## config.mk

```make
export PLATFORM = sky130hd
export DESIGN_NAME = decimal_list_to_fixed_point
export DESIGN_NICKNAME = d
export VERILOG_FILES = /design/src/rtl/dlfp_pkg.sv /design/src/rtl/dlfp_scale.sv /design/src/rtl/decimal_list_to_fixed_point.sv
export VERILOG_INCLUDE_DIRS = /design/src /design/src/rtl
export SDC_FILE = /design/constraint.sdc
export NUM_CORES = 1
export LEC_CHECK = 0
export BUFFER_PORTS_ARGS = -buffer_cell sky130_fd_sc_hd__buf_2
export CAP_MARGIN = 25
export CORE_MARGIN = 4
export CORE_UTILIZATION = 40
export CTS_BUF_LIST = sky130_fd_sc_hd__clkbuf_8
export DETAILED_ROUTE_END_ITERATION = 8
export GPL_TIMING_DRIVEN = 0
export PLACE_DENSITY = 0.62
export SYNTH_ARGS = -nofsm -noshare
export SYNTH_HDL_FRONTEND = slang
export SYNTH_HIERARCHICAL = 1
export SYNTH_SLANG_ARGS = --single-unit
export TNS_END_PERCENT = 30
```

## constraint.sdc

```tcl
create_clock -name clk_i -period 8.6 [get_ports clk_i]
set_input_delay 0.43 -clock clk_i [delete_from_list [all_inputs] [get_ports clk_i]]
set_output_delay 0.43 -clock clk_i [all_outputs]
set_load 0.1 [all_outputs]
```

## src/rtl/decimal_list_to_fixed_point_assert.svh

```systemverilog
// Assertion macros used by the decimal_list_to_fixed_point RTL module.
`ifndef DECIMAL_LIST_TO_FIXED_POINT_ASSERT_SVH
`define DECIMAL_LIST_TO_FIXED_POINT_ASSERT_SVH

// Same-cycle implication, disabled during reset.
`define DLFP_ASSERT_IMP(label, ante, cons, msg) \
  label: assert property (@(posedge clk_i) disable iff (!rst_ni) (ante) |-> (cons)) \
    else $error(msg);

// Next-cycle implication, disabled during reset.
`define DLFP_ASSERT_NXT(label, ante, cons, msg) \
  label: assert property (@(posedge clk_i) disable iff (!rst_ni) (ante) |=> (cons)) \
    else $error(msg);

`endif

```

## src/rtl/dlfp_pkg.sv

```systemverilog
`timescale 1ns / 1ps
package dlfp_pkg;

  localparam int unsigned ValueW     = 32;
  localparam int unsigned FracW      = 10;
  localparam int unsigned CountW     = 8;
  localparam int unsigned MagW       = 42;
  localparam int unsigned ScaleInt   = 1000;

  localparam logic [CountW-1:0] MaxItemsReset = 8'd5;
  localparam logic [1:0]        MaxFracDigits = 2'd3;

  localparam logic [7:0] CharNul   = 8'h00;
  localparam logic [7:0] CharSpace = 8'h20;
  localparam logic [7:0] CharComma = 8'h2C;
  localparam logic [7:0] CharMinus = 8'h2D;
  localparam logic [7:0] CharDot   = 8'h2E;
  localparam logic [7:0] CharZero  = 8'h30;
  localparam logic [7:0] CharNine  = 8'h39;
  localparam logic [7:0] CharClose = 8'h5D;

  typedef enum logic [2:0] {
    PH_IDLE,
    PH_SEEK,
    PH_INT,
    PH_FRAC,
    PH_TAIL
  } phase_e;

  typedef struct packed {
    logic              negative;
    logic [ValueW-1:0] int_acc;
    logic [FracW-1:0]  frac_acc;
    logic [1:0]        frac_digits;
    logic              saw_digit;
  } num_t;

endpackage

```

## src/rtl/dlfp_scale.sv

```systemverilog
`timescale 1ns / 1ps
module dlfp_scale (
  input  dlfp_pkg::num_t                    num_i,
  output logic signed [dlfp_pkg::ValueW-1:0] value_o
);
  import dlfp_pkg::*;

  logic [MagW-1:0] prod;
  logic [16:0]     frac_scaled;
  logic [MagW-1:0] mag;

  always_comb begin
    prod = MagW'(num_i.int_acc) * MagW'(ScaleInt);
    case (num_i.frac_digits)
      2'd1:    frac_scaled = 17'(num_i.frac_acc) * 17'd100;
      2'd2:    frac_scaled = 17'(num_i.frac_acc) * 17'd10;
      2'd3:    frac_scaled = 17'(num_i.frac_acc);
      default: frac_scaled = '0;
    endcase
    mag = prod + MagW'(frac_scaled);
    if (num_i.negative) begin
      if (mag > MagW'(64'h8000_0000)) begin
        value_o = {1'b1, {(ValueW-1){1'b0}}};
      end else begin
        value_o = ValueW'(-mag);
      end
    end else begin
      if (mag > MagW'(64'h7FFF_FFFF)) begin
        value_o = {1'b0, {(ValueW-1){1'b1}}};
      end else begin
        value_o = ValueW'(mag);
      end
    end
  end

endmodule

```

## src/rtl/decimal_list_to_fixed_point.sv

```systemverilog
`timescale 1ns / 1ps
// A character is captured in the input register; when the parse step fires, its result goes to the output register.
// Throughput: one item per cycle; a character is taken every cycle unless the output stalls.
// The rate is set by the single parse step between the input register and the output register.
// Reset: parse idle, number and count cleared, no item held, max_items set to 5.
module decimal_list_to_fixed_point (
  input  logic                                clk_i,
  input  logic                                rst_ni,
  input  logic                                cfg_we_i,
  input  logic [dlfp_pkg::CountW-1:0]         cfg_wdata_i,
  input  logic                                in_valid_i,
  output logic                                in_ready_o,
  input  logic [7:0]                          char_byte_i,
  input  logic                                start_req_i,
  output logic                                out_valid_o,
  input  logic                                out_ready_i,
  output logic signed [dlfp_pkg::ValueW-1:0]  value_o,
  output logic                                value_valid_o,
  output logic [dlfp_pkg::CountW-1:0]         index_o,
  output logic                                done_res_o
);
  import dlfp_pkg::*;

  logic [CountW-1:0] max_items_q;

  logic       in_valid_q, in_valid_d;
  logic [7:0] char_q;
  logic       start_q;

  phase_e            phase_q, phase_d;
  num_t              num_q, num_d;
  logic [CountW-1:0] count_q, count_d;

  logic                     out_valid_q, out_valid_d;
  logic signed [ValueW-1:0] value_q;
  logic                     value_valid_q;
  logic [CountW-1:0]        index_q;
  logic                     done_q;

  logic                     slot_free, fire, in_accept;
  logic                     emit, res_valid, res_done;
  logic [CountW-1:0]        res_idx;
  logic signed [ValueW-1:0] scaled;

  phase_e            cur_phase;
  num_t              cur_num;
  logic [CountW-1:0] cur_count;
  logic [CountW-1:0] count_inc;
  logic              is_digit, is_end, go_int, do_close;
  logic [3:0]        digit;
  logic [35:0]       int_next;
  logic [12:0]       frac_next;

  assign slot_free  = !out_valid_q || out_ready_i;
  assign fire       = in_valid_q && slot_free;
  assign in_ready_o = !in_valid_q || slot_free;
  assign in_accept  = in_valid_i && in_ready_o;

  dlfp_scale u_scale (
    .num_i   (num_q),
    .value_o (scaled)
  );

  always_comb begin
    in_valid_d = in_valid_q;
    if (in_accept) begin
      in_valid_d = 1'b1;
    end else if (fire) begin
      in_valid_d = 1'b0;
    end
  end

  always_comb begin
    cur_phase = phase_q;
    cur_num   = num_q;
    cur_count = count_q;
    if (start_q) begin
      cur_phase = PH_SEEK;
      cur_num   = '0;
      cur_count = '0;
    end

    is_digit  = char_q inside {[CharZero:CharNine]};
    is_end    = (char_q == CharNul) || (char_q == CharClose);
    digit     = 4'(char_q - CharZero);
    int_next  = 36'({cur_num.int_acc, 3'b000}) + 36'({cur_num.int_acc, 1'b0}) + 36'(digit);
    frac_next = 13'({cur_num.frac_acc, 3'b000}) + 13'({cur_num.frac_acc, 1'b0}) + 13'(digit);
    count_inc = cur_count + 8'd1;

    phase_d   = cur_phase;
    num_d     = cur_num;
    count_d   = cur_count;
    emit      = 1'b0;
    res_valid = 1'b0;
    res_done  = 1'b0;
    res_idx   = cur_count;
    go_int    = 1'b0;
    do_close  = 1'b0;

    case (cur_phase)
      PH_SEEK: begin
        if (cur_count >= max_items_q || is_end) begin
          emit     = 1'b1;
          res_done = 1'b1;
        end else if (char_q == CharComma || char_q == CharSpace) begin
          phase_d = PH_SEEK;
        end else if (char_q == CharMinus) begin
          num_d.negative = 1'b1;
          phase_d        = PH_INT;
        end else begin
          phase_d = PH_INT;
          go_int  = 1'b1;
        end
      end
      PH_INT: begin
        go_int = 1'b1;
      end
      PH_FRAC: begin
        if (is_digit && cur_num.frac_digits < MaxFracDigits) begin
          num_d.frac_acc    = FracW'(frac_next);
          num_d.frac_digits = cur_num.frac_digits + 2'd1;
        end else begin
          do_close = 1'b1;
        end
      end
      PH_TAIL: begin
        if (is_end) begin
          emit     = 1'b1;
          res_done = 1'b1;
        end else if (char_q == CharComma) begin
          phase_d = PH_SEEK;
        end
      end
      default: begin
        phase_d = PH_IDLE;
      end
    endcase

    if (go_int) begin
      if (is_digit) begin
        num_d.int_acc   = (int_next[35:32] != 4'd0) ? '1 : int_next[31:0];
        num_d.saw_digit = 1'b1;
      end else if (char_q == CharDot) begin
        phase_d = PH_FRAC;
      end else begin
        do_close = 1'b1;
      end
    end

    if (do_close) begin
      emit = 1'b1;
      if (!cur_num.saw_digit) begin
        res_done = 1'b1;
      end else begin
        res_valid = 1'b1;
        count_d   = count_inc;
        num_d     = '0;
        res_done  = (count_inc >= max_items_q) || is_end;
        phase_d   = (char_q == CharComma) ? PH_SEEK : PH_TAIL;
      end
    end

    if (res_done) begin
      phase_d = PH_IDLE;
    end
  end

  always_comb begin
    out_valid_d = out_valid_q;
    if (fire && emit) begin
      out_valid_d = 1'b1;
    end else if (out_ready_i) begin
      out_valid_d = 1'b0;
    end
  end

  always_ff @(posedge clk_i or negedge rst_ni) begin
    if (!rst_ni) begin
      max_items_q <= MaxItemsReset;
      in_valid_q  <= 1'b0;
      out_valid_q <= 1'b0;
      phase_q     <= PH_IDLE;
      num_q       <= '0;
      count_q     <= '0;
    end else begin
      if (cfg_we_i) begin
        max_items_q <= cfg_wdata_i;
      end
      in_valid_q  <= in_valid_d;
      out_valid_q <= out_valid_d;
      if (fire) begin
        phase_q <= phase_d;
        num_q   <= num_d;
        count_q <= count_d;
      end
    end
  end

  always_ff @(posedge clk_i) begin
    if (in_accept) begin
      char_q  <= char_byte_i;
      start_q <= start_req_i;
    end
    if (fire && emit) begin
      value_q       <= res_valid ? scaled : '0;
      value_valid_q <= res_valid;
      index_q       <= res_idx;
      done_q        <= res_done;
    end
  end

  assign out_valid_o   = out_valid_q;
  assign value_o       = value_q;
  assign value_valid_o = value_valid_q;
  assign index_o       = index_q;
  assign done_res_o    = done_q;

`include "decimal_list_to_fixed_point_assert.svh"

  `DLFP_ASSERT_IMP(a_empty_is_done, out_valid_q && !value_valid_q, done_q && value_q == '0, "bad empty")
  `DLFP_ASSERT_NXT(a_done_goes_idle, fire && emit && res_done, phase_q == PH_IDLE, "not idle")
  `DLFP_ASSERT_IMP(a_idle_silent, fire && phase_q == PH_IDLE && !start_q, !emit, "idle result")
  `DLFP_ASSERT_IMP(a_count_tracks, out_valid_q && value_valid_q, count_q == 8'(index_q + 8'd1), "count off")

endmodule

```

==> out/metrics.cfg, run 1 <==
[status]
status=finished clean

[finish]
nFillCells=4594
final_nets=2667
drive_gt1_share_pct=8.67
antenna_cells=0
area_growth_pct=8.51
utilization_pct=43.8

[run]
drv_cap=0

[power]
p_per_area_mw_per_mm2=259
p_leak_nw=9.14
peakVddDrop_mv=0.182

[global_route]
antenna_found_initial=0
grt_pass1_wl_mm=81.4
grt_max_degree=68
grt-ovfl-total=0
grt_pass1_vias=16200
grt_use_total_pct=19.2

[critical_path]
worstPathArrival_ps=8260
crit_slowest_cell=or4b_1
path_class=flop to flop
critPathMaxFanout=10
rrSetupSlack_ps=560
cp_common_cell=fa_1
crit_family=adder cells
worstPathBufferInverterCount=4
cp_data_required_time_ps=8810
critical-path-max-stage-delay_ps=560
crit_path_start_kind=flop
cp-end-kind=flop

[sta]
fmaxAchievable_mhz=124
setup_violations=0
fin_tns_setup_ps=0
final_hold_viol_count=0
slew_headroom_pct=38.2
rsz0062_at_grt=no
slew_viol_final=0
worst_pin_slew_ps=919
finalClockSkew_ps=24.8
fin_crit_sh_pct=93.5
period_needed_ps=8040

[floorplan]
core_mm2=0.0465
initial_core_util_pct=40.3
dieHeight_um=224
die-area_mm2=0.0504
fp-row-count=79
ios=66
chipWidth_um=224

[synthesis]
synth_area_per_cell_um2=8.58
synth_top_area_cell=ha_1
netlist_top_cells_count=ha_1 (245), inv_1 (236), nand2_1 (165)
synth_area_leaders=ha_1 (16%), fa_1 (14%), dfrtp_1 (8.7%)
synth_warnings=6
netlist-cell-type-count=106
synth_top_cell_area_share_pct=16.4
ys.flop_type=dfrtp_1
synth_edf_count=51
seq_area_frac_synth_pct=17.1
synthArstFlopShare_pct=56.8
synth.most_common_cell=ha_1
synth_seq_cells=118
syn_nets=2578
syn_inst=2183
syn-cell-area_mm2=0.0187

[clock_tree]
h-tree-depth=4
cts-buffers-inserted=17
cts_hold_buf=0
clock_latency_ps=470
clkSlewWorstSetupHoldPaths_ps=90
ctsLongestPathBuffers=2
root_buffer=clkbuf_8
cts_tree=yes
numClockSinks=118

[routing]
drc_errors=0
antenna_left=0
dr.pass1.iters=6
wl_per_cell_um=16.5
dr.first_iter.drc_count=1123
avgViaCountPerCell=5.52
num_vias=16000
routed_wl_mm=47.8

[min_path]
holdCritPathClass=input port to asynchronous set/reset pin

[placed_design]
dp_hpwl_mm=39.2
gp_congestion=0.888
portBuffers=65

[cell type report]
cell class	count	area, um^2	area share (%)
clock buffers	17	234	1.15
well taps	607	759	3.74
inverters	238	893	4.39
multi-input cells	1742	14300	70.3
clock inverters	15	184	0.905
plain buffers	85	378	1.86
flip-flops and latches	118	3210	15.8
repair buffers	70	378	1.86
[sequential cells by signal, indices dropped and copies added (netlist names)]
| register | count |
|---|---|
| count_q | 8 |
| in_valid_q | 1 |
| out_valid_o | 1 |
| index_o | 8 |
| num_q | 46 |
| value_o | 32 |
| phase_q | 3 |
| char_q | 8 |
| max_items_q | 8 |
| value_valid_o | 1 |
| done_res_o | 1 |
| start_q | 1 |
[worst paths after layout]
path | from | to | cells past startpoint
setup / recovery | num_q[17] | value_o[13] | 29
hold / removal | rst_ni | max_items_q[1] | 1
setup reg to reg | num_q[17] | value_o[13] | 29
hold reg to reg | max_items_q[2] | max_items_q[2] | 2
max in group asynchronous | rst_ni | num_q[14] | 1
min in group clk_i | char_byte_i[6] | char_q[6] | 1
[worst reg2reg max path, delay by kind of cell, from the launching register on]
| kind | cells | cell delay [ps] |
|---|---|---|
| AOI/OAI and AO/OA | 10 | 1830 |
| xor gates and xnor gates | 1 | 150 |
| adders and majority gates | 6 | 2740 |
| buffers and inverters | 4 | 670 |
| DFF | 1 | 520 |
| muxes | 1 | 310 |
| and+or+nand+nor | 7 | 1590 |
[cells in the final DEF, fill, tap and decap left out, types with 10 or more instances in the layout]
master,count
a2111oi_0,10
a2111oi_2,10
a211oi_1,24
a21o_1,39
a21oi_1,124
a31oi_1,12
and2_1,58
and3_1,32
buf_2,80
clkbuf_1,59
clkbuf_8,17
dfrtp_1,62
edfxtp_1,51
fa_1,128
ha_1,245
inv_1,235
mux2i_1,11
nand2_1,165
nand2b_1,20
nand3_1,47
nand4_1,30
nor2_1,120
nor2b_1,63
nor3_1,80
nor3b_1,11
nor4_1,16
o211ai_1,16
o21a_1,22
o21ai_0,141
o21bai_1,16
o22ai_1,10
xnor2_1,64
xor2_1,43
[repair_timing]
action / CTS / global route
resized for setup: 0 / 9
buffers inserted: 0 / 4
endpoints found under the setup margin: 0 / 29
[power by group]
part	switching, mW	internal [mW]
clock	0.294	0.269
sequential	0.0828	0.673
combinational	2.55	1.40
[cells by family (layout without fill, tap and decap cells)]
logic type / Yosys count / in the layout / synth area share [%]
simple gates: 690 / 690 / 19.1
compound gates: 551 / 551 / 20.7
fa+ha+maj: 373 / 373 / 30.0
mux: 16 / 16 / 0.888
xor+xnor: 112 / 112 / 5.42
buf+inv: 323 / 425 / 6.77
flops: 118 / 118 / 17.1
[routing by layer]
metal | GRT usage [%] | vias to the layer above | part of all wire, %
met4 | 4.86 | 0 | 1.9
met5 | 0 | - | 0
met3 | 2.15 | 53 | 3.7
met2 | 32.7 | 348 | 47
met1 | 26.3 | 7615 | 47
li1 | - | 7940 | -
[metrics by stage]
step	worst slack [ps]	hold WS, ps	power (mW)	area [um^2]	std cells
floorplan	1180	134	3.84	18700	2183
global placement	299	513	4.53	19800	2855
detailed placement	211	536	4.61	19800	2856
CTS	178	87.0	5.21	20300	2888
global route	4.63	107	5.81	20300	2892
finish	556	81.7	5.27	20300	2892
(Power assumes the default switching activity.)
==> run 2, diff against run 1 <==
- ABC_AREA: not set -> 1
- PLACE_DENSITY: 0.62 -> 0.61
==> out/metrics.cfg, run 2 <==
[routing]
routed_wl_mm=54.9  ; +15%
avgViaCountPerCell=4.80  ; -13%
wl_per_cell_um=13.7  ; -17%
antenna_left=0  ; unchanged
dr.pass1.iters=6  ; unchanged
num_vias=19300  ; +21%
drc_errors=0  ; unchanged
dr.first_iter.drc_count=996  ; -11%

[synthesis]
synth.most_common_cell=nand2_1
ys.flop_type=dfrtp_1
netlist_top_cells_count=nand2_1 (951), inv_1 (624), nor2_1 (333)
synth_area_per_cell_um2=6.49  ; -24%
syn_nets=3636  ; +41%
syn-cell-area_mm2=0.0210  ; +12%
synth_top_cell_area_share_pct=17.0  ; +0.60 points
synth_seq_cells=118  ; unchanged
syn_inst=3241  ; +48%
synthArstFlopShare_pct=56.8  ; unchanged
synth_warnings=6  ; unchanged
seq_area_frac_synth_pct=15.3  ; -1.9 points
netlist-cell-type-count=57  ; -46%
synth_area_leaders=nand2_1 (17%), ha_1 (15%), fa_1 (12%)
synth_edf_count=51  ; unchanged
synth_top_area_cell=nand2_1

[power]
power_mw=6.21  ; +18%
p_leak_nw=12.4  ; +36%
peakVddDrop_mv=0.204  ; +13%
p_per_area_mw_per_mm2=274  ; +5.7%

[sta]
fin_ws_ps=1650  ; +1090 ps
rsz0062_at_grt=no
fmaxAchievable_mhz=144  ; +16%
final_hold_viol_count=0  ; unchanged
fin_tns_setup_ps=0  ; unchanged
worst_pin_slew_ps=1010  ; +87.4 ps
setup_violations=0  ; unchanged
slew_headroom_pct=32.3  ; -5.9 points
fin_crit_sh_pct=80.8  ; -13 points
period_needed_ps=6950  ; -1090 ps
timing.hold.ws_ps=109  ; +26.9 ps
slew_viol_final=0  ; unchanged
finalClockSkew_ps=18.1  ; -6.76 ps

[floorplan]
die-area_mm2=0.0563  ; +12%
chipWidth_um=237  ; +5.8%
fp-row-count=83  ; +5.1%
dieHeight_um=237  ; +5.8%
ios=66  ; unchanged
initial_core_util_pct=40.7  ; +0.36 points
core_mm2=0.0517  ; +11%

[finish]
layout_common_cells=nand2_1 (951), inv_1 (624), nor2_1 (333), ha_1 (245), nand3_1 (206)
regMostFlops=num_q
final_common_cell=nand2_1
final_nets=3723  ; +40%
seq_area_mm2=0.00321  ; -0.12%
drive_gt1_share_pct=7.87  ; -0.79 points
multi_input_area_mm2=0.0150  ; +5.2%
area_growth_pct=7.73
fin_area_mm2=0.0227  ; +12%
finalNonFillerCells=4022  ; +39%
nFillCells=5543  ; +21%
utilization_pct=43.8  ; +0.073 points
largest_register_ff_count=46  ; unchanged

[global_route]
antenna_found_initial=0  ; unchanged
grt_use_total_pct=19.8  ; +0.61 points
grt-ovfl-total=0  ; unchanged
grt_pass1_wl_mm=92.5  ; +14%
grt_pass1_vias=18800  ; +16%
grt_max_degree=61  ; -10%

[critical_path]
crit_end=value_o[18]
worstRegToRegCells=31  ; +6.9%
critPathLaunch=num_q[14]
cp-end-kind=flop
critical-path-max-stage-delay_ps=650  ; +90 ps
worstPathArrival_ps=7200  ; -1060 ps
path_class=flop to flop
cp_data_required_time_ps=8840  ; +30 ps
crit_path_start_kind=flop
r2r_end=value_o[18]
critPathMaxFanout=10  ; unchanged
r2r_start=num_q[14]
crit_slowest_cell=dfrtp_1
rrSetupSlack_ps=1650  ; +1090 ps
cp_common_cell=nand2_1

[placed_design]
place_area_mm2=0.0223  ; +12%
placed_cells=3988  ; +40%
dp_hpwl_mm=47.5  ; +21%
portBuffers=65  ; unchanged
pre_cts_ws_ps=1710  ; +1500 ps
gp_congestion=0.919  ; +3.4%

[clock_tree]
cts-buffers-inserted=17  ; unchanged
h-tree-depth=4  ; unchanged
root_buffer=clkbuf_8
clkSlewWorstSetupHoldPaths_ps=80  ; about the same
ctsLongestPathBuffers=2  ; unchanged
cts_tree=yes
numClockSinks=118  ; unchanged
clock_latency_ps=500  ; +30 ps

[status]
status=finished clean

[min_path]
holdCritPathClass=input port to flop

[run]
drv_cap=0  ; unchanged

==> run 2: changes by cell type after synthesis, sizes merged, moves of 55 or more <==
cell | before | now
xnor2 | 67 | 11
nor3 | 83 | 26
and2 | 60 | 5
inv | 237 | 646
nand3 | 48 | 220
nor2b | 63 | 0
nand2 | 165 | 990
nor2 | 120 | 367
nand4 | 30 | 96
==> run 2: cell type report <==
cell class / count / share of cell area (%)
multi-input cells: 2414 / 66.3
flip-flops and latches: 118 / 14.2
inverters: 649 / 10.7
well taps: 680 / 3.75
repair buffers: 68 / 1.70
plain buffers: 60 / 1.59
clock buffers: 17 / 1.03
clock inverters: 15 / 0.679
diodes: 1 / 0.0110
==> run 2: per-layer routing <==
layer	up-vias	wire (um)	GRT usage [%]
li1	10300	-	-
met2	330	25800	34.2
met3	80	1780	2.27
met1	8589	25500	25.8
met4	0	1810	6.86
met5	-	0	0
==> run 2: cells by family after synthesis <==
logic type	count (synthesis)	share of synthesized area, %
AO/OA/AOI/OAI	256	6.65
adder cells (fa/ha/maj)	373	26.7
AND/OR/NAND/NOR	1725	35.5
XOR/XNOR	59	2.49
multiplexers	1	0.0535
buffers and inverters	709	13.3
flip-flops	118	15.3
==> run 2: how the worst min path moves through the flow <==
stage	from	end	slack, ps	cells after the start
after global placement	phase_q[0]	phase_q[0]	500	2
after CTS	char_byte_i[0]	char_q[0]	70	1
after floorplan	rst_ni	count_q[0]	130	0
after global routing	char_byte_i[0]	char_q[0]	80	1
after detailed placement	rst_ni	max_items_q[7]	270	1
final	char_byte_i[0]	char_q[0]	110	1
==> run 2: repair_timing <==
item,4_1_cts,5_1_grt
setup buffers,0,0
endpoints found under the hold margin,15,0
hold buffers,1,0
gates resized for setup,0,0
endpoints found under the setup margin,0,0
==> run 2: critical path: cells and delay by family (launching register included) <==
| family | cells | cell delay (ps) |
|---|---|---|
| AOI/OAI and AO/OA | 2 | 300 |
| xor gates and xnor gates | 1 | 90 |
| adders and majority gates | 6 | 2720 |
| buffers and inverters | 5 | 530 |
| DFF | 1 | 650 |
| and+or+nand+nor | 17 | 2360 |
==> run 2: report_power, final <==
part / internal [mW] / leakage, nW / switching (mW) / total, mW
clock network: 0.258 / 0.202 / 0.270 / 0.528
registers: 0.725 / 1.39 / 0.0916 / 0.817
logic: 1.56 / 10.8 / 3.31 / 4.86
total: 2.54 / 12.4 / 3.67 / 6.21
==> run 3, diff against run 2 <==
- ABC_AREA: 1 -> 0
- PLACE_DENSITY: 0.61 -> 0.64
- clock period: 8.6 -> 5.84 ns (I/O delays scaled with it)
==> out/metrics.cfg, run 3 (synthesis results as in run 1) <==
[sta]
finalClockSkew_ps=21.4  ; +3.35 ps
timing.hold.ws_ps=26.6  ; -82.0 ps
setup_violations=64  ; +64
period_needed_ps=7140  ; +193 ps
slew_viol_final=0  ; unchanged
fin_crit_sh_pct=122  ; +42 points
fmaxAchievable_mhz=140  ; -2.7%
worst_pin_slew_ps=924  ; -82.8 ps
final_hold_viol_count=0  ; unchanged
fin_ws_ps=-1300  ; -2950 ps
rsz0062_at_grt=yes
slew_headroom_pct=37.8  ; +5.6 points

[critical_path]
worstPathArrival_ps=7390  ; +190 ps
crit_slowest_cell=or4b_4
cp-end-kind=flop
worstPathBufferInverterCount=4  ; -1
crit_path_start_kind=flop
path_class=flop to flop
cp_data_required_time_ps=6090  ; -2750 ps
worstRegToRegCells=29  ; -6.5%
critical-path-max-stage-delay_ps=550  ; -100 ps
rrSetupSlack_ps=-1300  ; -2950 ps
crit_family=adder cells
cp_common_cell=fa_1
r2r_start=num_q[13]
r2r_end=value_o[6]
critPathMaxFanout=8  ; -2

[routing]
avgViaCountPerCell=5.54  ; +15%
dr.first_iter.drc_count=1127  ; +13%
num_vias=16400  ; -15%
dr.pass1.iters=6  ; unchanged
drc_errors=0  ; unchanged
antenna_left=0  ; unchanged
wl_per_cell_um=16.7  ; +23%
routed_wl_mm=49.6  ; -9.7%

[min_path]
holdCritPathClass=input port to flop
hold_end=max_items_q[1]
hold_depth=3  ; +2
worstHoldStart=cfg_wdata_i[1]

[clock_tree]
cts-buffers-inserted=17  ; unchanged
clkSlewWorstSetupHoldPaths_ps=100  ; +20 ps
root_buffer=clkbuf_8
ctsLongestPathBuffers=2  ; unchanged
h-tree-depth=4  ; unchanged
cts_tree=yes
numClockSinks=118  ; unchanged
clock_latency_ps=480  ; -20 ps

[power]
peakVddDrop_mv=0.329  ; +61%
power_frac_clock_pct=9.2  ; +0.7 points
swShare_pct=54.8  ; -4.3 points
internal_power_mw=3.81  ; +50%
combPwrFrac_pct=77.7  ; -0.6 points
power.net_switching_mw=4.62  ; +26%
p_leak_nw=9.66  ; -22%
pwr-share-seq_pct=13.1  ; about the same
p_per_area_mw_per_mm2=391  ; +43%

[placed_design]
portBuffers=65  ; unchanged
gp_congestion=0.885  ; -3.7%
place_area_mm2=0.0199  ; -10%
pre_cts_ws_ps=-2020  ; -3730 ps
dp_hpwl_mm=38.9  ; -18%

[finish]
final_common_cell=ha_1
multi_input_area_mm2=0.0149  ; -1.2%
regMostFlops=num_q
drive_gt1_share_pct=14.4  ; +6.6 points
antenna_cells=0  ; -1
largest_register_ff_count=46  ; unchanged
fin_area_mm2=0.0216  ; -4.8%
layout_common_cells=ha_1 (239), inv_1 (225), nand2_1 (165), o21ai_0 (132), fa_1 (128)
seq_area_mm2=0.00323  ; +0.47%
area_growth_pct=15.2
nFillCells=4503  ; -19%
final_nets=2737  ; -26%

[floorplan]
ios=66  ; unchanged
chipWidth_um=224  ; -5.5%
fp-row-count=79  ; -4.8%
initial_core_util_pct=40.3  ; -0.36 points
die-area_mm2=0.0504  ; -11%
core_mm2=0.0465  ; -10%
dieHeight_um=224  ; -5.5%

[global_route]
grt_max_degree=68  ; +11%
grt-ovfl-total=0  ; unchanged
grt_pass1_wl_mm=82.5  ; -11%
grt_pass1_vias=16500  ; -12%
antenna_found_initial=0  ; unchanged
grt_use_total_pct=19.5  ; -0.29 points

[status]
status=complete, but fails checks
failed_checks=negative setup slack

[run]
drv_cap=0  ; unchanged

## run 3: cell types whose count changed in the layout (fill, tap and decap cells not counted), sizes merged, moves of 43 or more
cell,previous run,this run
nand2,990,165
inv,651,247
nor2b,0,63
nand4,96,30
nor2,367,120
and2,5,60
buf,108,151
nand3,220,48
xnor2,11,67
nor3,26,83
## run 3: layout make-up
class	count	share of cell area, %
multi-input cells	1742	68.9
inverters	238	4.17
well taps	607	3.52
clock inverters	15	0.719
flip-flops and latches	118	14.9
repair buffers	145	4.87
clock buffers	17	1.08
plain buffers	80	1.81
## run 3: power by group through the flow
stage | sequential (mW) | combinational [mW] | clock (mW)
after floorplan | 1.47 | 4.24 | 0
after global placement | 1.13 | 5.58 | 0
after detailed placement | 1.13 | 5.70 | 0
after CTS | 1.11 | 6.14 | 0.794
after global routing | 1.12 | 7.27 | 0.821
final | 1.11 | 6.55 | 0.774
## run 3: repair_timing
item	4_1_cts	5_1_grt
endpoints found under the setup margin	64	64
endpoints found under the hold margin	79	0
pin swaps	39	24
hold buffers	15	0
setup buffers	41	22
cloned	2	1
resized for setup	80	69
## run 3: worst min-delay path: cells and delay by family
kind | cells | cell delay, ps
compound gates | 1 | 70
buf+inv | 1 | 80
simple gates | 1 | 40
## run 3: through the flow
step	std cells	TNS (ps)	total power [mW]	utilization [%]
3_5_place_dp	2856	-71560	6.83	42.9
3_3_place_gp	2855	-68860	6.70	42.9
2_1_floorplan	2183	-34080	5.71	-
6_report	2962	-55370	8.43	46.4
4_1_cts	2944	-52770	8.04	45.6
5_1_grt	2962	-74890	9.21	46.4
## run 3: per-layer routing
metal	up-vias	part of all wire, %	track usage (%)
met5	-	0	0
met4	0	2.5	5.79
met3	78	3.5	2.35
met2	353	48	33.3
met1	7891	46	26.2
li1	8100	-	-
## run 3: worst max path at each step
stage | depth (start not counted) | from | to
6_report | 29 | num_q[13] | value_o[6]
5_1_grt | 27 | num_q[18] | value_o[23]
4_1_cts | 30 | num_q[13] | value_o[11]
3_5_place_dp | 28 | num_q[16] | value_o[13]
3_3_place_gp | 28 | num_q[16] | value_o[13]
2_1_floorplan | 29 | num_q[14] | value_o[22]
